==> src/design/gconn_pkg.sv <==
`default_nettype none
// ----------------------------------------------------------------------------
// gconn_pkg
// Shared field widths and the command/status bundles that connect the
// connectivity checker's controller to its datapath.
// ----------------------------------------------------------------------------
package gconn_pkg;

  localparam int unsigned NodeFieldW  = 10;
  localparam int unsigned CountFieldW = 11;

  // Commands from the controller, one group of strobes per controller state.
  typedef struct packed {
    logic accept;    // an input word is taken this cycle
    logic start;     // begin a walk at node 0
    logic root;      // latch the degree of node 0
    logic adv;       // read the next neighbor of the top node
    logic pop;       // drop the top node, read the one below
    logic nbr;       // look up seen mark and degree of the fetched neighbor
    logic test;      // push the neighbor if it is new and in range
    logic pop_load;  // reload the top node from the stack read
    logic finish;    // register the result and clear the overflow flag
    logic sweep;     // clear one degree count and one seen mark
  } gconn_cmd_t;

  typedef struct packed {
    logic limit_zero;  // node count is zero, so node 0 is not visited
    logic pos_end;     // top node has no neighbors left
    logic top_one;     // only one node is on the stack
    logic out_busy;    // the result register still holds a word
    logic sweep_last;  // sweep is at the last node
  } gconn_status_t;

endpackage
`default_nettype wire

==> src/design/gconn_ctrl.sv <==
`default_nettype none
// ----------------------------------------------------------------------------
// gconn_ctrl
// Controller: sequences clearing sweeps, adjacency loading and the
// depth-first walk, and issues one command group per cycle to the datapath.
// ----------------------------------------------------------------------------
module gconn_ctrl (
  input  logic                     clk_i,
  input  logic                     rst_ni,
  input  logic                     in_valid_i,
  input  logic                     last_entry_i,
  output logic                     in_ready_o,
  input  gconn_pkg::gconn_status_t status_i,
  output gconn_pkg::gconn_cmd_t    cmd_o
);

  typedef enum logic [3:0] {
    S_SWEEP,
    S_LOAD,
    S_DRAIN,
    S_START,
    S_ROOT,
    S_STEP,
    S_NBR,
    S_TEST,
    S_POP,
    S_DONE
  } state_e;

  state_e state_q, state_d;

  always_comb begin
    state_d = state_q;
    cmd_o   = '0;
    case (state_q)
      S_SWEEP: begin
        cmd_o.sweep = 1'b1;
        if (status_i.sweep_last) begin
          state_d = S_LOAD;
        end
      end
      S_LOAD: begin
        if (in_valid_i) begin
          cmd_o.accept = 1'b1;
          if (last_entry_i) begin
            state_d = S_DRAIN;
          end
        end
      end
      // The last word still sits in the write stage during this cycle.
      S_DRAIN: state_d = S_START;
      S_START: begin
        cmd_o.start = 1'b1;
        state_d     = status_i.limit_zero ? S_DONE : S_ROOT;
      end
      S_ROOT: begin
        cmd_o.root = 1'b1;
        state_d    = S_STEP;
      end
      S_STEP: begin
        if (status_i.pos_end) begin
          if (status_i.top_one) begin
            state_d = S_DONE;
          end else begin
            cmd_o.pop = 1'b1;
            state_d   = S_POP;
          end
        end else begin
          cmd_o.adv = 1'b1;
          state_d   = S_NBR;
        end
      end
      S_NBR: begin
        cmd_o.nbr = 1'b1;
        state_d   = S_TEST;
      end
      S_TEST: begin
        cmd_o.test = 1'b1;
        state_d    = S_STEP;
      end
      S_POP: begin
        cmd_o.pop_load = 1'b1;
        state_d        = S_STEP;
      end
      S_DONE: begin
        if (!status_i.out_busy) begin
          cmd_o.finish = 1'b1;
          state_d      = S_SWEEP;
        end
      end
      default: state_d = S_SWEEP;
    endcase
  end

  always_ff @(posedge clk_i or negedge rst_ni) begin
    if (!rst_ni) begin
      state_q <= S_SWEEP;
    end else begin
      state_q <= state_d;
    end
  end

  assign in_ready_o = (state_q == S_LOAD);

endmodule
`default_nettype wire

==> config.mk <==
export PLATFORM = sky130hd
export DESIGN_NAME = gconn_ctrl
export DESIGN_NICKNAME = d
export VERILOG_FILES = /design/src/design/gconn_pkg.sv /design/src/design/gconn_ctrl.sv
export SDC_FILE = /design/constraint.sdc
export NUM_CORES = 1
export LEC_CHECK = 0
export BUFFER_PORTS_ARGS = -buffer_cell sky130_fd_sc_hd__buf_2
export CORE_AREA = 3 3 40 42
export DETAILED_ROUTE_END_ITERATION = 6
export DIE_AREA = 0 0 43 45
export GPL_TIMING_DRIVEN = 0
export PLACE_DENSITY = 0.67
export SLEW_MARGIN = 5
export SYNTH_ARGS = -nofsm -noshare
export SYNTH_HDL_FRONTEND = slang
export SYNTH_SLANG_ARGS = --single-unit
==> constraint.sdc <==
create_clock -name clk_i -period 3.3 [get_ports clk_i]
set_clock_uncertainty 0.15 [all_clocks]
set_input_delay 0.825 -clock clk_i [delete_from_list [all_inputs] [get_ports clk_i]]
set_output_delay 0.825 -clock clk_i [all_outputs]
set_load 0.05 [all_outputs]
# == Yosys cells after proc, flatten, opt, wreduce, memory -nomap -nowiden ==
# Cells that the tools add are included.
# totals
input_bits,9
latch_bits,0
ram_bits,0
n_memories,0
romBits,0
reg_bits,4
# classes
n_mux,22
bitwise_logic,0
n_addsub,0
eq_ne,13
n_reduce_logical,3
multipliers,0
n_shift,0
magnitude_cmp,0
n_div,0
# op_table
cell,count
case mux 4 bit (8 select lines),1
two-way mux 4 bit,6
== test 4 x 3 -> 1 bit (second input constant),4
two-way mux 1 bit,14
== test 4 x 2 -> 1 bit (second input constant),2
== test 4 bit (second input constant),2
!= test 2 bit (second input constant),4
== test 4 x 1 -> 1 bit (second input constant),1
logical NOT 4 bit,1
AND reduction 4 bit,1
OR reduction 3 bit,1
two-way mux 2 bit,1

# == Logic depth before layout (Yosys ltp) ==
# Gate-level depths: netlist of the first run.
# depth
depth_word,3
depth_mapped,5
mapped_depth_nobuf,4

# == Worst setup path after synthesis of the first run ==
# No wires, ideal clock.
# synth_timing
path_type,reg-to-output
startpoint,register state_q[1]
endpoint,output cmd_o[0] in the netlist's numbering
arrival_time_ns,2.068
path_slack_ns,0.257
path_buffers,1
stages_incl_launch_ff,3
path_cell_list,dfrtp_1 -> buf_4 -> nor4_1
# synth_rtl
item,line_no,text
"start, declared",gconn_ctrl.sv:30,"state_e state_q, state_d;"
"start signal, assigned",gconn_ctrl.sv:99,state_q <= state_d;
"end, declared",gconn_ctrl.sv:14,output gconn_pkg::gconn_cmd_t cmd_o

==> summary.md, run 1 <==
| Metric | Value |
|---|---|
| Status | finished clean |
| Die H | about 45 microns |
| Req. time, crit path | 2.32 ns |
| Fillers | roughly 130 |
| Num Clock Sinks | 4 |
| Buffers and inverters on the worst path | 2 |
| Top Registers | state_q x4 |
| H-tree levels | 1 |
| Commonest cells in the netlist | nand2_1 (8), nor2_1 (5), nor3_1 (5), dfrtp_1 (4) |
| Setup violators final | 0 |
| Total wire length | 890 microns |
| Type of the worst setup path | reg -> out |
| Total Nets Final | 80 |
| CTS root buffer | clkbuf_4 |
| Fmax | ~0.4 GHz |
| Initial DRC Count | 9 |
| Critical path origin | state_q[2] |
| Reg2reg start | state_q[1] |
| Vias in the first global route | about 380 |
| Max IR drop VDD | slightly below 0.0005 V |
| Ys async rst share | between 90% and 100% |
| Largest net degree at the start of global routing | 11 |
| Clk slew on worst S/H paths | 0.04 ns |
| Cells after Synth | 47 |
| Yosys top cell area share | 26.6% |
| Setup crit end kind | output pin |
| Leading register cell type out of synthesis | dfrtp_1 |
| Slowest Stage Delay on Critical Path | slightly above 0.4 ns |
| Layout cell share with drive strength beyond 1 | 47.8% |
| Synth Area in Compound Gates | between 10% and 20% |
| Area delta synth->final | 36.2% |
| Netlist cell types | 23 |
| LEAKAGE | about 0.00026 uW |
| Post-synthesis cell area | 377 sq um |
| Syn Nets | 56 |
| RSZ-0062 raised after global routing | false |
| Slew @ Worst Pin | around 0.26 ns |
| Syn. warnings | 0 |
| Die area | 1940 sq um |
| Setup ws final | 0.863 ns |
| Initial antenna violation count | 0 |
| Hold Path Class | in -> async |
| Post-CTS Setup Inserts | 0 |
| Syn avg cell area | roughly 8.0 sq um |
| Slew Limit Headroom | 82.5% |
| Power Total | roughly 600 uW |
| Reg with most FFs | state_q |
| DRC | 0 |
| Flop2flop setup slack | around 1.9 ns |
| Post-synth EDFFs | 0 |
| Routability congestion estimate from global placement | slightly below 0.8 |
| Critical Path, Cell by Cell | buf_6 -> nand2b_1 -> nor3_1 -> buf_2 |
| Worst slack at placement | 0.885 ns |
| Final core utilization | between 30% and 40% |
| Port buffer count | 19 |
| Max-Cap Viols | 0 |
| Top cells by area, synth | dfrtp_1 (27%), nand2_1 (8.0%), nor3_1 (6.6%) |
| Antenna viol nets, final | 0 |
| Max clock buf depth | 2 |
| R2R depth | 4 |
| Clock Latency Late Sink | between 0.2 and 0.25 ns |
| Via density | about 5.0 |
| RR Endpoint | state_q[0] |
| Delay-heaviest family, CP | buffers and inverters |
| Count of final hold-check violations | 0 |
| DR vias | between 400 and 500 |
| Area post-placement | between 400 and 500 sq um |
| Number of I/O pins | 20 |
| Critical-path top delay cell | dfrtp_1 |
| CTS Buf Count | 3 |
| WL per Instance | roughly 11 microns |
| CTS tree | done |
| Setup_tns | 0 ns |
| Final min period | 2.44 ns |
| Global-route wire length before repair | approximately 1500 microns |
| Startpoint Class | flip-flop |
| Synth Register Bits | 4 |
| Mux cell area share after synthesis | 3.99% |
| Final instance area | just over 500 sq um |
| Adder and majority gate portion of the synthesized area | 0% |
| Leading area contributor after synthesis | dfrtp_1 |
| PD cells | between 1000 and 1500 nW/um^2 |
| Total Routing Usage GR | 10.3% |
| Die width | approximately 43 microns |
| Most frequent cell after synthesis | nand2_1 |
| Detail Placement HPWL | 697 microns |
| Post-synthesis sequential area ratio | 26.6% |
| Grt total ovfl | 0 |
| Core box area | about 1300 sq um |
| CTS Hold Bufs | 0 |
| Post-Synth Simple-Gate Area | 41.2% |
| Slew Viols, Final | 0 |
| Largest family of logic cells by synthesized area | simple AND/OR/NAND/NOR gates |
| Tcrit/Tclk final | 73.8% |
| Xor/xnor cell area share of the yosys netlist | 0% |
| CP Max Fanout | 10 |
| Critical Path AT | 1.46 ns |
| Max FFs per register | 4 |
| Row count | 13 |
| Starting Density | between 20 and 30% |
| CTS resizes | 0 |
| Diodes inserted | 0 |
| DRT Pass-1 Iters | 4 |
-- logic make-up after synthesis --
kind of cell,after synthesis
DFF,4
muxes,1
AOI/OAI and AO/OA,10
buffers and inverters,5
and+or+nand+nor,27
-- cell usage in the layout (no fill, tap or decap), types with 3 or more instances in the layout --
| cell | n |
|---|---|
| buf_2 | 20 |
| clkbuf_4 | 3 |
| dfrtp_1 | 4 |
| nand2_1 | 8 |
| nor2_1 | 5 |
| nor3_1 | 5 |
-- layout make-up --
class / instances / area, sq um / area share, %
Multi-Input combinational cell: 38 / 241 / 47.1
Sequential cell: 4 / 100 / 19.5
Timing Repair Buffer: 19 / 95.1 / 18.5
Buffer: 4 / 31.3 / 6.10
Clock buffer: 3 / 22.5 / 4.39
Tap cell: 15 / 18.8 / 3.66
Inverter: 1 / 3.75 / 0.732
-- worst max-delay path by stage --
stage / depth (start not counted) / slack [ns] / end
after floorplan: 2 / 0.26 / cmd_o[0]
after global placement: 3 / 0.91 / cmd_o[6]
after detailed placement: 3 / 0.88 / cmd_o[6]
after CTS: 4 / 0.85 / cmd_o[2]
after global routing: 4 / 0.71 / cmd_o[2]
final: 4 / 0.86 / cmd_o[2]
-- report_power, final --
group,internal (uW),switching [uW]
Sequential,72.7,10.8
Combinational,152,304
Clock,40.6,18.7
Total,266,333
-- per-layer routing --
layer	track usage, %	part of all wire [%]	vias to the layer above
li1	-	-	211
met1	13.4	46	187
met2	15.9	44	20
met3	0	7.8	2
met4	9.04	2.1	0
met5	0	0	-
-- worst reg2reg max path, cell delays in order, from the launching register on --
cell and delay, ns:
dfrtp_1 0.36, buf_4 0.17, nor3_2 0.20, mux2_4 0.33
o211ai_2 0.16
-- per-stage QoR --
| step | cells | hold slack (ns) |
|---|---|---|
| floorplan | 47 | 0.379 |
| global placement | 81 | 0.481 |
| detailed placement | 81 | 0.480 |
| CTS | 84 | 0.233 |
| global route | 84 | 0.238 |
| finish | 84 | 0.235 |
(Power assumes the default switching activity.)
==> run 2, diff against run 1 <==
PLACE_DENSITY = 0.69   (was 0.67)
clock period = 2 ns   (was 3.3 ns; I/O delays follow)
==> summary.md, run 2 (synthesized netlist as in run 1, its figures left out) <==
| Metric | Value |
|---|---|
| Status | finished clean (unchanged) |
| H-tree levels | 1 (unchanged) |
| Reg2reg start | state_q[0] (was state_q[1]) |
| Worst slack at placement | 0.0853 ns (was 0.885 ns) |
| Die width | 43 microns (unchanged) |
| Die area | 1940 sq um (unchanged) |
| Diodes inserted | 0 (unchanged) |
| Largest net degree at the start of global routing | 11 (unchanged) |
| Tcrit/Tclk final | between 90% and 100% |
| Grt total ovfl | 0 (unchanged) |
| Port buffer count | 19 (unchanged) |
| Setup violators final | 0 (unchanged) |
| Via density | 5.11 (was 5.00) |
| Max IR drop VDD | 0.000785 V (was 0.000488 V) |
| Startpoint Class | flip-flop (unchanged) |
| DRT Pass-1 Iters | 4 (unchanged) |
| Max FFs per register | 4 (unchanged) |
| Flop2flop setup slack | 0.43 ns (was 1.85 ns) |
| Clk slew on worst S/H paths | 0.04 ns (about the same) |
| Type of the worst setup path | reg -> out (unchanged) |
| Antenna viol nets, final | 0 (unchanged) |
| LEAKAGE | 0.000335 uW (was 0.000264 uW) |
| Slew Limit Headroom | 83.6% (was 82.5%) |
| Max clock buf depth | 2 (unchanged) |
| Routability congestion estimate from global placement | 0.737 (was 0.785) |
| Area post-placement | 538 sq um (was 490 sq um) |
| Core box area | 1280 sq um (unchanged) |
| Vias in the first global route | 459 (was 375) |
| Die H | 45 microns (unchanged) |
| Initial antenna violation count | 0 (unchanged) |
| DR vias | 475 (was 420) |
| WL per Instance | 12.1 microns (was 10.6 microns) |
| Count of final hold-check violations | 0 (unchanged) |
| Post-Layout Cell Count | 93 (was 84) |
| RR Endpoint | state_q[0] (unchanged) |
| Power Total | 1310 uW (was 599 uW) |
| Total Routing Usage GR | 12.6% (was 10.3%) |
| Total Nets Final | 89 (was 80) |
| Final min period | around 2 ns |
| Slew @ Worst Pin | 0.247 ns (was 0.260 ns) |
| PD cells | 1840 nW/um^2 (was 1170 nW/um^2) |
| Final core utilization | 55.2% (was 39.9%) |
| Hold Path Class | in -> reg (was in -> async) |
| Top Registers | state_q x4 (unchanged) |
| Number of I/O pins | 20 (unchanged) |
| Commonest non-fill, non-tap cells in the layout | buf_4 (13), buf_2 (9), nand2_1 (7) (was buf_2 (20), nand2_1 (8), nor3_1 (5), nor2_1 (5), dfrtp_1 (4)) |
| CP endpoint | cmd_o[9] (was cmd_o[2]) |
| Initial DRC Count | 6 (was 9) |
| Layout cell share with drive strength beyond 1 | 65.4% (was 47.8%) |
| Critical Path AT | 1.33 ns (was 1.46 ns) |
| R2R depth | 5 (was 4) |
| Final instance area | 709 sq um (was 513 sq um) |
| Cells after DPL | 81 (unchanged) |
| Setup crit end kind | output pin (unchanged) |
| Total wire length | 1120 microns (was 890 microns) |
| DRC | 0 (unchanged) |
| Row count | 13 (unchanged) |
| Starting Density | 29.3% (unchanged) |
| Area delta synth->final | 88.4% (was 36.2%) |
| Max-Cap Viols | 0 (unchanged) |
| Detail Placement HPWL | 797 microns (was 697 microns) |
| Global-route wire length before repair | 1850 microns (was 1470 microns) |
| Most common cell after layout, fill and taps aside | buf_4 (was buf_2) |
| CTS root buffer | clkbuf_4 (unchanged) |
| Critical path origin | state_q[1] (was state_q[2]) |
| Reg with most FFs | state_q (unchanged) |
| RSZ-0062 raised after global routing | true (was false) |
| Num Clock Sinks | 4 (unchanged) |
| Fmax | approximately 0.5 GHz |
| CTS tree | done (unchanged) |
| Req. time, crit path | 1.35 ns (was 2.32 ns) |
| CTS Buf Count | 3 (unchanged) |
| Slew Viols, Final | 0 (unchanged) |
| CP Max Fanout | 6 (was 10) |
| Clock Latency Late Sink | 0.24 ns (was 0.23 ns) |
| Setup ws final | 0.0163 ns (was 0.863 ns) |
-- run 2: worst min path at each step --
stage,startpoint,cells past startpoint,to
after floorplan,rst_ni,0,state_q[0]
after global placement,rst_ni,1,state_q[2]
after detailed placement,rst_ni,1,state_q[2]
after CTS,status_i[1],3,state_q[0]
after global routing,status_i[4],3,state_q[3]
final,status_i[1],3,state_q[0]
-- run 2: worst max-delay path: stages, from the launching register on --
cell      delay, ns
dfrtp_1        0.37
nand2b_4       0.19
nor3_4         0.23
and2_4         0.17
buf_8          0.13
-- run 2: what timing repair did --
item / in CTS / in global routing
setup buffers: 3 / 5
hold endpoints to repair: 4 / 0
setup endpoints to repair: 8 / 9
pin swaps: 2 / 5
hold buffers: 1 / 0
gates resized for setup: 14 / 12
-- run 2: per-layer routing --
layer | up-vias | GRT usage [%] | wire [microns]
met5 | - | 0 | 0
li1 | 235 | - | -
met2 | 24 | 22.2 | 583
met1 | 214 | 14.7 | 428
met4 | 0 | 5.42 | 19
met3 | 2 | 2.79 | 93
-- run 2: metrics by stage --
step           hold slack (ns)  setup TNS, ns
6_report                 0.401              0
5_1_grt                  0.417         -0.116
4_1_cts                  0.402        -0.0176
3_5_place_dp             0.157              0
3_3_place_gp             0.155              0
2_1_floorplan           0.0544          -1.58
-- run 2: layout make-up --
type,count,area [sq um]
well taps,15,18.8
clock buffers,3,22.5
inverters,1,3.75
plain buffers,4,41.3
multi-input cells,38,314
flip-flops and latches,4,100
fillers,117,576
repair buffers,28,209
-- run 2: report_power, final --
part,switching (uW),internal (uW),leakage (uW)
combinational,620,449,0.000271
sequential,18.6,120,0.0000503
clock,33.5,67.2,0.0000138
